--- config.mk ---
export PLATFORM = sky130hd
export DESIGN_NAME = accel_velocity_integrator_core
export DESIGN_NICKNAME = d
export VERILOG_FILES = /design/src/sv/accel_vi_pkg.sv /design/src/sv/accel_velocity_integrator_core.sv
export SDC_FILE = /design/constraint.sdc
export NUM_CORES = 1
export LEC_CHECK = 0
export BUFFER_PORTS_ARGS = -buffer_cell sky130_fd_sc_hd__buf_4
export CORE_AREA = 2 2 247 273
export DETAILED_ROUTE_END_ITERATION = 10
export DIE_AREA = 0 0 249 275
export PLACE_DENSITY = 0.68
export SLEW_MARGIN = 20
export SYNTH_ARGS = -nofsm -noshare
export SYNTH_HDL_FRONTEND = slang
export SYNTH_SLANG_ARGS = --single-unit
--- constraint.sdc ---
create_clock -name clk_i -period 7.1 [get_ports clk_i]
set_clock_uncertainty 0.05 [all_clocks]
set_input_delay 1.42 -clock clk_i [delete_from_list [all_inputs] [get_ports clk_i]]
set_output_delay 1.42 -clock clk_i [all_outputs]
set_load 0.01 [all_outputs]
--- src/sv/accel_vi_pkg.sv ---
// -----------------------------------------------------------------------------
// Velocity integrator package
// Field widths, register indexes, reset values and serial datapath sizes
// shared by the velocity integrator core and its checker.
// -----------------------------------------------------------------------------
package accel_vi_pkg;

  // Stream fields
  localparam int unsigned ACC_W   = 16;  // raw accelerometer sample
  localparam int unsigned TS_W    = 32;  // millisecond timestamp
  localparam int unsigned VEL_W   = 32;  // velocity, signed Q15.16
  localparam int unsigned IN_W    = 48;  // raw_accel + timestamp_ms
  localparam int unsigned OUT_W   = 32;  // velocity_q16

  // Configuration port
  localparam int unsigned CFG_W     = 16;
  localparam int unsigned CFG_IDX_W = 2;
  localparam logic [CFG_IDX_W-1:0] REG_ACCEL_DB = 2'd0;
  localparam logic [CFG_IDX_W-1:0] REG_VEL_DB   = 2'd1;
  localparam logic [CFG_IDX_W-1:0] REG_DECAY    = 2'd2;

  localparam logic [CFG_W-1:0] ACCEL_DB_RST = 16'd13107;  // 0.2 m/s^2
  localparam logic [CFG_W-1:0] VEL_DB_RST   = 16'd655;    // 0.01 m/s
  localparam logic [CFG_W-1:0] DECAY_RST    = 16'd64225;  // 0.98

  localparam int unsigned CAL_SAMPLES_DEF = 500;

  // Calibration and offset
  localparam int unsigned SUM_W    = 25;  // signed offset sum
  localparam int unsigned OFS_W    = 25;  // signed Q15.9 offset
  localparam int unsigned OFS_FRAC = 9;
  localparam int unsigned DIFF_W   = 26;  // raw * 2^9 - offset

  // Shift-add multiplier: 32-bit multiplicand, 23-bit multiplier
  localparam int unsigned MA_W    = 32;
  localparam int unsigned ML_W    = 23;
  localparam int unsigned PROD_W  = MA_W + ML_W;
  localparam int unsigned G_SHIFT = 23;  // gravity scale is 2^23
  localparam int unsigned D_SHIFT = 16;  // decay scale is 2^16
  localparam logic [ML_W-1:0] GRAVITY_Q16 = 23'd642908;  // 9.81 * 2^16

  // Restoring divider, one quotient bit per cycle
  localparam int unsigned DQ_W  = PROD_W;
  localparam int unsigned DEN_W = 10;
  localparam logic [DEN_W-1:0] DT_DIV  = 10'd1000;
  localparam logic [DEN_W-1:0] DT_HALF = 10'd500;

  // Velocity update
  localparam int unsigned QC_W   = 34;  // clamped velocity increment
  localparam int unsigned VSUM_W = 35;
  localparam logic [QC_W-1:0]  QC_LIMIT = {1'b1, {(QC_W-1){1'b0}}};
  localparam logic [VEL_W-1:0] VEL_MAX  = {1'b0, {(VEL_W-1){1'b1}}};
  localparam logic [VEL_W-1:0] VEL_MIN  = {1'b1, {(VEL_W-1){1'b0}}};

  // Step counter
  localparam int unsigned STEP_W = 6;
  localparam logic [STEP_W-1:0] MUL_LAST = STEP_W'(ML_W - 1);
  localparam logic [STEP_W-1:0] DIV_LAST = STEP_W'(DQ_W - 1);

endpackage

--- src/sv/accel_velocity_integrator_core.sv ---
// -----------------------------------------------------------------------------
// Accelerometer velocity integrator core
// Leaky velocity integrator with acceleration and velocity deadbands, offset
// calibration, and a bit-serial multiply/divide datapath.
// -----------------------------------------------------------------------------
//  channel   direction  handshake                 payload (low bit first)
//  s_axis    in         s_axis_tvalid/tready      tdata: raw_accel[15:0],
//                                                 timestamp_ms[31:0]
//                                                 tuser: req_type
//  m_axis    out        m_axis_tvalid/tready      tdata: velocity_q16[31:0]
//                                                 tuser: calibrated
//  cfg       in         cfg_we_i (no wait)        cfg_idx_i, cfg_wdata_i
//
//  Sequence: a velocity item makes three passes through the 23-step shift-add
//  multiplier and one through the 55-step restoring divider before its result
//  is handed on; the next item is accepted only after that.
//  A calibration item goes straight to the output; the one that completes
//  calibration runs the divider once for the mean.
//  Reset: asynchronous, active low; clears the offset, velocity, last timestamp
//  and calibration count, and loads the register defaults. No clearing pass.
//  Stalls: the result waits in an output register while the next item is
//  accepted; that item's result holds in its last state until the register
//  frees up.
// -----------------------------------------------------------------------------
module accel_velocity_integrator_core
  import accel_vi_pkg::*;
#(
  parameter int unsigned CAL_SAMPLES = CAL_SAMPLES_DEF  // 1 .. 511
) (
  input  logic                 clk_i,
  input  logic                 rst_ni,

  input  logic                 s_axis_tvalid,
  output logic                 s_axis_tready,
  input  logic [IN_W-1:0]      s_axis_tdata,   // raw_accel[15:0], timestamp_ms[47:16]
  input  logic                 s_axis_tuser,   // req_type

  output logic                 m_axis_tvalid,
  input  logic                 m_axis_tready,
  output logic [OUT_W-1:0]     m_axis_tdata,   // velocity_q16[31:0]
  output logic                 m_axis_tuser,   // calibrated

  input  logic                 cfg_we_i,
  input  logic [CFG_IDX_W-1:0] cfg_idx_i,
  input  logic [CFG_W-1:0]     cfg_wdata_i
);

  localparam int unsigned CNT_W = $clog2(CAL_SAMPLES + 1);
  localparam logic [CNT_W-1:0] CAL_FULL = CNT_W'(CAL_SAMPLES);
  localparam logic [CNT_W-1:0] CAL_LAST = CNT_W'(CAL_SAMPLES - 1);
  localparam logic [DEN_W-1:0] CAL_DEN  = DEN_W'(CAL_SAMPLES);
  // remainder at or above this rounds the mean up (ties away from zero)
  localparam logic [DEN_W-1:0] CAL_HALF = DEN_W'(CAL_SAMPLES - CAL_SAMPLES / 2);

  typedef enum logic [4:0] {
    ST_IDLE,
    ST_A_LOAD,   // take |raw*2^9 - offset| into the multiplier
    ST_A_MUL,    // times 9.81
    ST_A_DONE,   // round, deadband, load a * dt
    ST_D_MUL,
    ST_D_DONE,   // load product into the divider
    ST_D_DIV,    // divide by 1000
    ST_Q_ROUND,  // round and clamp the increment
    ST_V_ADD,    // add to velocity, saturate
    ST_E_LOAD,   // load |v| * decay
    ST_E_MUL,
    ST_E_DONE,   // round, deadband
    ST_V_FIN,    // restore sign into velocity
    ST_C_LOAD,   // load |offset_sum| * 2^9 into the divider
    ST_C_DIV,    // divide by the sample count
    ST_C_FIN,    // round, store offset
    ST_EMIT      // hand the result to the output register
  } state_e;

  // Control and architectural state
  state_e             state_q, state_d;
  logic [STEP_W-1:0]  cnt_q, cnt_d;
  logic               out_valid_q, out_valid_d;
  logic [VEL_W-1:0]   out_vel_q, out_vel_d;
  logic               out_cal_q, out_cal_d;
  logic [CFG_W-1:0]   accel_db_q, accel_db_d;
  logic [CFG_W-1:0]   vel_db_q, vel_db_d;
  logic [CFG_W-1:0]   decay_q, decay_d;
  logic [SUM_W-1:0]   sum_q, sum_d;
  logic [CNT_W-1:0]   cal_count_q, cal_count_d;
  logic [OFS_W-1:0]   offset_q, offset_d;
  logic [TS_W-1:0]    last_time_q, last_time_d;
  logic [VEL_W-1:0]   velocity_q, velocity_d;

  // Working registers
  logic [DIFF_W-1:0]  diff_q, diff_d;
  logic [TS_W-1:0]    dt_q, dt_d;
  logic               neg_q, neg_d;
  logic [MA_W-1:0]    ma_q, ma_d;
  logic [MA_W-1:0]    mh_q, mh_d;
  logic [ML_W-1:0]    ml_q, ml_d;
  logic [DQ_W-1:0]    dq_q, dq_d;
  logic [DEN_W-1:0]   rem_q, rem_d;
  logic [QC_W-1:0]    qc_q, qc_d;
  logic [VEL_W-1:0]   vsum_q, vsum_d;
  logic [VEL_W-1:0]   vmag_q, vmag_d;

  // Datapath
  logic [ACC_W-1:0]   raw;
  logic [TS_W-1:0]    now;
  logic [MA_W:0]      mul_sum;
  logic [PROD_W-1:0]  prod;
  logic [DEN_W-1:0]   div_den;
  logic [DEN_W:0]     div_trial;
  logic [DEN_W:0]     div_diff;
  logic               div_ge;
  logic [DIFF_W-1:0]  diff_abs;
  logic [MA_W-1:0]    a_round;
  logic               a_keep;
  logic [QC_W-1:0]    q_round;
  logic [VSUM_W-1:0]  v_ext;
  logic [VSUM_W-1:0]  qc_ext;
  logic [VSUM_W-1:0]  v_sum;
  logic               v_in_range;
  logic [VEL_W-1:0]   e_round;
  logic [SUM_W-1:0]   c_abs;
  logic [OFS_W-1:0]   c_round;
  logic               out_free;

  assign raw = s_axis_tdata[ACC_W-1:0];
  assign now = s_axis_tdata[ACC_W +: TS_W];

  // One shift-add step: add multiplicand on the multiplier's low bit, shift right
  assign mul_sum = {1'b0, mh_q} + (ml_q[0] ? {1'b0, ma_q} : '0);
  assign prod    = {mh_q, ml_q};

  // One restoring-division step: bring in the next dividend bit
  assign div_den   = (state_q == ST_C_DIV) ? CAL_DEN : DT_DIV;
  assign div_trial = {rem_q, dq_q[DQ_W-1]};
  assign div_ge    = div_trial >= {1'b0, div_den};
  assign div_diff  = div_trial - {1'b0, div_den};

  assign diff_abs = diff_q[DIFF_W-1] ? (~diff_q + DIFF_W'(1)) : diff_q;

  // Acceleration: round at 2^23, zero inside the deadband
  assign a_round = prod[G_SHIFT +: MA_W] + MA_W'(prod[G_SHIFT-1]);
  assign a_keep  = a_round >= MA_W'(accel_db_q);

  // Increment a*dt/1000: round from the remainder, clamp far beyond the 32-bit range
  assign q_round = {1'b0, dq_q[QC_W-2:0]} + QC_W'(rem_q >= DT_HALF);

  assign v_ext      = {{(VSUM_W-VEL_W){velocity_q[VEL_W-1]}}, velocity_q};
  assign qc_ext     = VSUM_W'(qc_q);
  assign v_sum      = neg_q ? (v_ext - qc_ext) : (v_ext + qc_ext);
  assign v_in_range = (&v_sum[VSUM_W-1:VEL_W-1]) || (~|v_sum[VSUM_W-1:VEL_W-1]);

  // Decay: round at 2^16
  assign e_round = prod[D_SHIFT +: VEL_W] + VEL_W'(prod[D_SHIFT-1]);

  assign c_abs   = sum_q[SUM_W-1] ? (~sum_q + SUM_W'(1)) : sum_q;
  assign c_round = dq_q[OFS_W-1:0] + OFS_W'(rem_q >= CAL_HALF);

  assign out_free = !out_valid_q || m_axis_tready;

  always_comb begin
    state_d     = state_q;
    cnt_d       = cnt_q;
    out_valid_d = out_valid_q;
    out_vel_d   = out_vel_q;
    out_cal_d   = out_cal_q;
    accel_db_d  = accel_db_q;
    vel_db_d    = vel_db_q;
    decay_d     = decay_q;
    sum_d       = sum_q;
    cal_count_d = cal_count_q;
    offset_d    = offset_q;
    last_time_d = last_time_q;
    velocity_d  = velocity_q;
    diff_d      = diff_q;
    dt_d        = dt_q;
    neg_d       = neg_q;
    ma_d        = ma_q;
    mh_d        = mh_q;
    ml_d        = ml_q;
    dq_d        = dq_q;
    rem_d       = rem_q;
    qc_d        = qc_q;
    vsum_d      = vsum_q;
    vmag_d      = vmag_q;

    // Configuration writes; unknown indexes drop
    if (cfg_we_i) begin
      case (cfg_idx_i)
        REG_ACCEL_DB: accel_db_d = cfg_wdata_i;
        REG_VEL_DB:   vel_db_d   = cfg_wdata_i;
        REG_DECAY:    decay_d    = cfg_wdata_i;
        default: ;
      endcase
    end

    if (out_valid_q && m_axis_tready) begin
      out_valid_d = 1'b0;
    end

    case (state_q)
      ST_IDLE: begin
        if (s_axis_tvalid) begin
          if (s_axis_tuser) begin
            dt_d        = now - last_time_q;
            last_time_d = now;
            diff_d      = {raw[ACC_W-1], raw, {OFS_FRAC{1'b0}}}
                          - {offset_q[OFS_W-1], offset_q};
            state_d     = ST_A_LOAD;
          end else if (cal_count_q != CAL_FULL) begin
            sum_d       = sum_q + {{(SUM_W-ACC_W){raw[ACC_W-1]}}, raw};
            cal_count_d = cal_count_q + CNT_W'(1);
            state_d     = (cal_count_q == CAL_LAST) ? ST_C_LOAD : ST_EMIT;
          end else begin
            state_d = ST_EMIT;
          end
        end
      end

      ST_A_LOAD: begin
        neg_d   = diff_q[DIFF_W-1];
        ma_d    = MA_W'(diff_abs);
        mh_d    = '0;
        ml_d    = GRAVITY_Q16;
        cnt_d   = MUL_LAST;
        state_d = ST_A_MUL;
      end

      ST_A_MUL, ST_D_MUL, ST_E_MUL: begin
        mh_d  = mul_sum[MA_W:1];
        ml_d  = {mul_sum[0], ml_q[ML_W-1:1]};
        cnt_d = cnt_q - STEP_W'(1);
        if (cnt_q == '0) begin
          case (state_q)
            ST_A_MUL: state_d = ST_A_DONE;
            ST_D_MUL: state_d = ST_D_DONE;
            default:  state_d = ST_E_DONE;
          endcase
        end
      end

      ST_A_DONE: begin
        ma_d    = dt_q;
        mh_d    = '0;
        ml_d    = a_keep ? a_round[ML_W-1:0] : '0;
        cnt_d   = MUL_LAST;
        state_d = ST_D_MUL;
      end

      ST_D_DONE: begin
        dq_d    = prod;
        rem_d   = '0;
        cnt_d   = DIV_LAST;
        state_d = ST_D_DIV;
      end

      ST_D_DIV, ST_C_DIV: begin
        rem_d = div_ge ? div_diff[DEN_W-1:0] : div_trial[DEN_W-1:0];
        dq_d  = {dq_q[DQ_W-2:0], div_ge};
        cnt_d = cnt_q - STEP_W'(1);
        if (cnt_q == '0) begin
          state_d = (state_q == ST_C_DIV) ? ST_C_FIN : ST_Q_ROUND;
        end
      end

      ST_Q_ROUND: begin
        qc_d    = (|dq_q[DQ_W-1:QC_W-1]) ? QC_LIMIT : q_round;
        state_d = ST_V_ADD;
      end

      ST_V_ADD: begin
        if (v_in_range) begin
          vsum_d = v_sum[VEL_W-1:0];
        end else begin
          vsum_d = v_sum[VSUM_W-1] ? VEL_MIN : VEL_MAX;
        end
        state_d = ST_E_LOAD;
      end

      ST_E_LOAD: begin
        neg_d   = vsum_q[VEL_W-1];
        ma_d    = vsum_q[VEL_W-1] ? (~vsum_q + VEL_W'(1)) : vsum_q;
        mh_d    = '0;
        ml_d    = ML_W'(decay_q);
        cnt_d   = MUL_LAST;
        state_d = ST_E_MUL;
      end

      ST_E_DONE: begin
        vmag_d  = (e_round < VEL_W'(vel_db_q)) ? '0 : e_round;
        state_d = ST_V_FIN;
      end

      ST_V_FIN: begin
        velocity_d = neg_q ? (~vmag_q + VEL_W'(1)) : vmag_q;
        state_d    = ST_EMIT;
      end

      ST_C_LOAD: begin
        neg_d   = sum_q[SUM_W-1];
        dq_d    = DQ_W'({c_abs, {OFS_FRAC{1'b0}}});
        rem_d   = '0;
        cnt_d   = DIV_LAST;
        state_d = ST_C_DIV;
      end

      ST_C_FIN: begin
        offset_d = neg_q ? (~c_round + OFS_W'(1)) : c_round;
        state_d  = ST_EMIT;
      end

      ST_EMIT: begin
        // hold until the output register is free
        if (out_free) begin
          out_valid_d = 1'b1;
          out_vel_d   = velocity_q;
          out_cal_d   = (cal_count_q == CAL_FULL);
          state_d     = ST_IDLE;
        end
      end

      default: state_d = ST_IDLE;
    endcase
  end

  always_ff @(posedge clk_i or negedge rst_ni) begin
    if (!rst_ni) begin
      state_q     <= ST_IDLE;
      cnt_q       <= '0;
      out_valid_q <= 1'b0;
      out_vel_q   <= '0;
      out_cal_q   <= 1'b0;
      accel_db_q  <= ACCEL_DB_RST;
      vel_db_q    <= VEL_DB_RST;
      decay_q     <= DECAY_RST;
      sum_q       <= '0;
      cal_count_q <= '0;
      offset_q    <= '0;
      last_time_q <= '0;
      velocity_q  <= '0;
    end else begin
      state_q     <= state_d;
      cnt_q       <= cnt_d;
      out_valid_q <= out_valid_d;
      out_vel_q   <= out_vel_d;
      out_cal_q   <= out_cal_d;
      accel_db_q  <= accel_db_d;
      vel_db_q    <= vel_db_d;
      decay_q     <= decay_d;
      sum_q       <= sum_d;
      cal_count_q <= cal_count_d;
      offset_q    <= offset_d;
      last_time_q <= last_time_d;
      velocity_q  <= velocity_d;
    end
  end

  always_ff @(posedge clk_i) begin
    diff_q <= diff_d;
    dt_q   <= dt_d;
    neg_q  <= neg_d;
    ma_q   <= ma_d;
    mh_q   <= mh_d;
    ml_q   <= ml_d;
    dq_q   <= dq_d;
    rem_q  <= rem_d;
    qc_q   <= qc_d;
    vsum_q <= vsum_d;
    vmag_q <= vmag_d;
  end

  assign s_axis_tready = (state_q == ST_IDLE);
  assign m_axis_tvalid = out_valid_q;
  assign m_axis_tdata  = out_vel_q;
  assign m_axis_tuser  = out_cal_q;

endmodule

==> results of run 1 <==
-- registers in the layout, summed over array words and instances (netlist names), 23 cells and up --
signal,flops
vsum_q,32
mh_q,32
ml_q,23
sum_q,25
vmag_q,32
m_axis_tdata,32
diff_q,26
qc_q,34
dt_q,32
dq_q,55
offset_q,25
ma_q,32
velocity_q,32
last_time_q,32
-- worst min-delay path by stage --
| stage | depth (start not counted) | to | slack [ns] |
|---|---|---|---|
| floorplan | 1 | cal_count_q[8]$_DFFE_PN0P_ | 0.38 |
| global placement | 1 | cal_count_q[8]$_DFFE_PN0P_ | 0.40 |
| detailed placement | 1 | cal_count_q[8]$_DFFE_PN0P_ | 0.41 |
| CTS | 1 | cal_count_q[8]$_DFFE_PN0P_ | 0.42 |
| global route | 1 | cal_count_q[7]$_DFFE_PN0P_ | 0.46 |
| finish | 1 | cal_count_q[8]$_DFFE_PN0P_ | 0.41 |
-- cell families after synthesis --
| kind of cell | Yosys count | share of synthesized area, % |
|---|---|---|
| buf+inv | 336 | 3.83 |
| mux | 79 | 2.59 |
| flops | 525 | 43.4 |
| compound gates | 892 | 16.6 |
| xor+xnor | 412 | 10.6 |
| fa+ha+maj | 196 | 7.34 |
| simple gates | 1086 | 15.6 |
-- metal layers --
layer	GRT usage (%)	vias up	wire length [microns]
met5	0	-	16
met4	11.6	2	4440
met3	5.03	191	7430
met2	45.5	971	44800
met1	37.8	12858	41300
li1	-	12835	-
-- area by class of cell --
cell class,instances,share of cell area [%]
Sequential cell,525,39.3
Multi-Input combinational cell,2665,48.0
Timing Repair Buffer,145,2.98
Clock buffer,75,4.20
Inverter,177,1.77
Tap cell,858,2.86
Antenna cell,2,0.0134
Clock inverter,30,0.911
-- layout by cell type, fill, tap and decap left out, types with 152 or more instances in the layout --
master and n:
a21oi_1 152, dfrtp_1 192, edfxtp_1 309, ha_1 191, inv_1 176, nand2_1 350
nor2_1 231, o21ai_0 315, xnor2_1 218, xor2_1 194
-- stage by stage --
stage	hold slack (ns)	instances	area [sq um]	power, mW	worst slack, ns
floorplan	0.384	3526	33900	10.5	1.75
global placement	0.401	4369	35500	12.8	1.57
detailed placement	0.407	4370	35600	12.9	1.57
CTS	0.416	4475	37500	16.0	1.50
global route	0.458	4477	37500	17.0	0.994
finish	0.413	4477	37500	16.0	1.46
-- critical path, cell delays in order, from the launching register on --
cell      delay [ns]
edfxtp_1        0.42
or4_1           0.56
nor4_1          0.58
nor3b_1         0.59
and4b_1         0.41
a21oi_1         0.12
xnor2_1         0.17
ha_1            0.37
a211oi_1        0.29
o21bai_1        0.14
a31o_2          0.24
a21o_1          0.18
a311oi_1        0.26
a211o_1         0.16
xnor2_1         0.11
o31ai_2         0.26
buf_4           0.31
o21ai_0         0.16
-- power groups by stage --
| stage | registers [mW] | clock network [mW] | logic [mW] |
|---|---|---|---|
| global placement | 5.63 | 0 | 7.13 |
| detailed placement | 5.65 | 0 | 7.21 |
| CTS | 5.60 | 3.11 | 7.26 |
| floorplan | 5.13 | 0 | 5.38 |
| global route | 5.69 | 3.23 | 8.08 |
| finish | 5.62 | 3.07 | 7.31 |
==> impl_metrics.json, run 1 <==
{
  "regToRegStartpoint": "qc_q[1]$_SDFFCE_PP0N_",
  "p_seq_share_pct": 35.1,
  "power_density_mw_per_mm2": 427,
  "p_clk_share_pct": 19.2,
  "yosysMostFrequentCell": "nand2_1",
  "grt_max_degree": 120,
  "routabilityCongestion": 0.945,
  "synth_cell_types": 79,
  "slew_violations": 0,
  "crit_type": "flip-flop to flip-flop",
  "core_sq_mm": 0.0658,
  "cts-hold-fix-buffers": 0,
  "die_w_microns": 249,
  "clk_pin_slew_ns": 0.06,
  "synth_flop_cell": "edfxtp_1",
  "die_h_microns": 275,
  "max-cap-violations": 0,
  "cts_buffers": 56,
  "switching_share_pct": 41.8,
  "yosysTopAreaCell": "edfxtp_1",
  "ys_ff_latch": 525,
  "synth_top_area_share_pct": 27.4,
  "r2r_cells": 17,
  "cp-endpoint": "vsum_q[11]$_DFFE_PN_",
  "setup_viol_count_final": 0,
  "r2r-end": "vsum_q[11]$_DFFE_PN_",
  "register_area_sq_mm": 0.0147,
  "worst_hold_startpoint": "cal_count_q[8]$_DFFE_PN0P_",
  "routedWlPerCell_microns": 21.9,
  "vias": 26857,
  "fp-row-count": 99,
  "grt-ovfl-total": 0,
  "cts_resized": 0,
  "vias_per_cell": 6.00,
  "ios": 107,
  "syn_avg_cell_area_sq_um": 9.62,
  "required_ns": 7.38,
  "multi_input_area_sq_mm": 0.0180,
  "max_freq_mhz": 177,
  "cell_internal_pwr_mw": 9.32,
  "dieArea_sq_mm": 0.0685,
  "period_share_pct": 79.4,
  "switchingPower_mw": 6.68,
  "leakage_nw": 15.2,
  "yosys-top-cells-count": "350 x nand2_1, 317 x o21ai_0, 309 x edfxtp_1",
  "grt_pass1_vias": 24807,
  "cp_max_fo": 31,
  "post-dp-hpwl_microns": 74800,
  "crit_path_start": "qc_q[1]$_SDFFCE_PP0N_",
  "grt_antenna_before_repair": 4,
  "drt-total-wl_microns": 98000,
  "ff2ff_setup_slack_ns": 1.46,
  "fillerInstances": 5774,
  "synth_seq_area_share_pct": 43.4,
  "grt_setup_unrepaired": "false",
  "synth_nets": 3794,
  "period_needed_ns": 5.64,
  "clock_path_buffers": 3,
  "drc_errors": 0,
  "dr.pass1.iters": 7,
  "relSlewSlack_pct": 26.6,
  "final_util_pct": 57.0,
  "endpoint_kind": "flip-flop",
  "syn_area_sq_mm": 0.0339,
  "clk_latency_ns": 0.63,
  "ctsHtreeMaxLevel": 2,
  "hold_class": "flip-flop to flip-flop",
  "ir_worst_vdd_v": 0.000254,
  "syn_inst": 3526,
  "synth_enable_flop_cells": 309,
  "port_buffers": 106,
  "cts_setup_buffers": 0,
  "area_delta_synth_final_pct": 10.5,
  "nets": 3838,
  "track_usage_pct": 28.2,
  "hold_viol_final": 0,
  "critPathLaunchType": "flip-flop",
  "yosysWarningCount": 0,
  "pwr-share-comb_pct": 45.7,
  "cts_root_buf": "clkbuf_16",
  "cts_sinks": 525,
  "final_layout_size_suffix_gt1_share_pct": 10.6,
  "finalSetupTns_ns": 0,
  "ant_nets": 0,
  "grt_pass1_wl_microns": 149000,
  "start_util_pct": 51.6,
  "cp.arrival_ns": 5.92,
  "drt_iter0_markers": 2735,
  "status": "finished clean",
  "async_flop_share_pct": 41.1,
  "cts_tree": "built",
  "ys_top_cells_by_area": "edfxtp_1 27%, dfrtp_1 14%, ha_1 7.0%, xnor2_1 5.6%, xor2_1 5.0%",
  "tightest_slew_ns": 1.10
}
(Power assumes the default switching activity.)
==> inputs of run 2 (changes only) <==
PLACE_DENSITY = 0.71   (was 0.68)
clock period = 4.7 ns   (was 7.1 ns; I/O delays follow)
==> run 2 against run 1 <==
Routed wire length is 1.1% higher. Critical path depth is 1 higher. Via count up 1.5%.
==> impl_metrics.json, run 2 (same netlist as run 1, synthesis figures left out) <==
{
  "grtUsageMet3_pct": 3.59,
  "critPathLaunchType": "flip-flop",
  "grt_use_met2_pct": 46.5,
  "required_ns": 5.03,
  "dieArea_sq_mm": 0.0685,
  "grt_max_degree": 76,
  "setup_viol_count_final": 0,
  "fin_area_sq_mm": 0.0383,
  "drt-total-wl_microns": 99100,
  "leakage_nw": 15.7,
  "met1_usage_pct": 36.8,
  "vias": 27259,
  "final_common_cell": "nand2_1",
  "cp.arrival_ns": 4.97,
  "max_freq_mhz": 215,
  "grt_pass1_vias": 25511,
  "dpl_worst_slack_ns": -0.0448,
  "layout_common_cells": "350 x nand2_1, 315 x o21ai_0, 309 x edfxtp_1",
  "hold_class": "input pin to asynchronous set/reset pin",
  "largest_reg_flops": 55,
  "cts_root_buf": "clkbuf_16",
  "hold_viol_final": 0,
  "drc_errors": 0,
  "fin_ws_ns": 0.0578,
  "ios": 107,
  "reg_top3": "dq_q (55), qc_q (34)",
  "crit_type": "flip-flop to flip-flop",
  "cp_max_fo": 15,
  "cts_buffers": 57,
  "grt_pass1_wl_microns": 150000,
  "max-cap-violations": 0,
  "power_density_mw_per_mm2": 649,
  "fp-row-count": 99,
  "period_share_pct": 98.8,
  "placed_area_sq_mm": 0.0362,
  "vias_per_cell": 5.98,
  "final_layout_size_suffix_gt1_share_pct": 12.9,
  "start_util_pct": 51.6,
  "cts-hold-fix-buffers": 0,
  "slew_violations": 0,
  "dr.pass1.iters": 6,
  "total_power_mw": 24.9,
  "fillerInstances": 5661,
  "drt_iter0_markers": 2757,
  "register_area_sq_mm": 0.0147,
  "grt.busiest_layer": "met2",
  "cts_sinks": 525,
  "period_needed_ns": 4.64,
  "port_buffers": 106,
  "die_h_microns": 275,
  "track_usage_pct": 28.3,
  "multi_input_area_sq_mm": 0.0181,
  "grt_antenna_before_repair": 4,
  "clk_latency_ns": 0.64,
  "ant_nets": 0,
  "clock_path_buffers": 3,
  "status": "finished clean",
  "grt-ovfl-total": 0,
  "top_register": "dq_q",
  "core_sq_mm": 0.0658,
  "endpoint_kind": "flip-flop",
  "ctsHtreeMaxLevel": 2,
  "clk_pin_slew_ns": 0.06,
  "post-dp-hpwl_microns": 76400,
  "ir_worst_vdd_v": 0.000586,
  "cts_tree": "built",
  "routabilityCongestion": 1.02,
  "routedWlPerCell_microns": 21.8,
  "die_w_microns": 249,
  "tightest_slew_ns": 1.06,
  "nets": 3914,
  "area_delta_synth_final_pct": 13.0,
  "relSlewSlack_pct": 29.4
}
-- run 2: changes by cell type in the layout (fill, tap and decap cells not counted), sizes merged --
cell	delta
buf	+73
bufinv	+4
clkbuf	-2
clkinv	+7
clkinvlp	-3
diode	+1
inv	-2
-- run 2: final timing paths --
check                           slack, ns                       start                          end  depth (start not counted)
worst min register to register       0.42  cal_count_q[8]$_DFFE_PN0P_   cal_count_q[8]$_DFFE_PN0P_                          1
worst max-delay path                 0.06       qc_q[1]$_SDFFCE_PP0N_          vsum_q[5]$_DFFE_PN_                         18
worst max register to register       0.06       qc_q[1]$_SDFFCE_PP0N_          vsum_q[5]$_DFFE_PN_                         18
min in group clk_i                   0.42  cal_count_q[8]$_DFFE_PN0P_   cal_count_q[8]$_DFFE_PN0P_                          1
worst min-delay path                 0.24                      rst_ni  m_axis_tdata[2]$_DFFE_PN0P_                          1
max in group asynchronous            3.21                      rst_ni        sum_q[10]$_DFFE_PN0P_                          2
-- run 2: metal layers --
metal | part of all wire [%] | vias to the layer above
met5 | 0 | -
met1 | 41 | 12989
met4 | 5.8 | 0
met3 | 7.1 | 229
met2 | 46 | 1048
li1 | - | 12993
-- run 2: per-stage QoR --
step,hold slack (ns),util (%),cells,setup TNS (ns)
floorplan,0.384,-,3526,0
global placement,0.399,55.0,4440,0
detailed placement,0.407,55.0,4440,-0.705
CTS,0.299,58.0,4547,0
global route,0.282,58.3,4555,-3.34
finish,0.238,58.3,4555,0
-- run 2: critical path, stage by stage, from the launching register on --
cell and delay [ns]:
edfxtp_1 0.41, or4_4 0.59, nor4_4 0.17, nor3b_4 0.25
and4b_2 0.33, a21oi_2 0.07, xnor2_1 0.13, ha_1 0.32
a211oi_2 0.23, o21bai_1 0.14, a31o_2 0.24, a21o_1 0.21
a311oi_2 0.26, a211o_1 0.17, xnor2_2 0.11, o31ai_4 0.30
buf_12 0.16, clkbuf_16 0.16, o21ai_0 0.09
-- run 2: area by class of cell --
| class | instances | share of cell area (%) |
|---|---|---|
| well taps | 858 | 2.80 |
| clock inverters | 36 | 1.19 |
| diodes | 3 | 0.0196 |
| repair buffers | 220 | 4.62 |
| flip-flops and latches | 525 | 38.4 |
| clock buffers | 71 | 3.99 |
| inverters | 177 | 1.73 |
| multi-input cells | 2665 | 47.3 |
-- run 2: power by group --
part           switching [mW]  internal (mW)
Clock                    1.91           2.86
Sequential               1.52           6.97
Combinational            6.80           4.83
Total                    10.2           14.7
-- run 2: what timing repair did --
item / CTS / global route
endpoints found under the setup margin: 31 / 47
gates cloned: 0 / 2
pin swaps: 1 / 7
resized for setup: 2 / 19
buffers inserted: 0 / 3
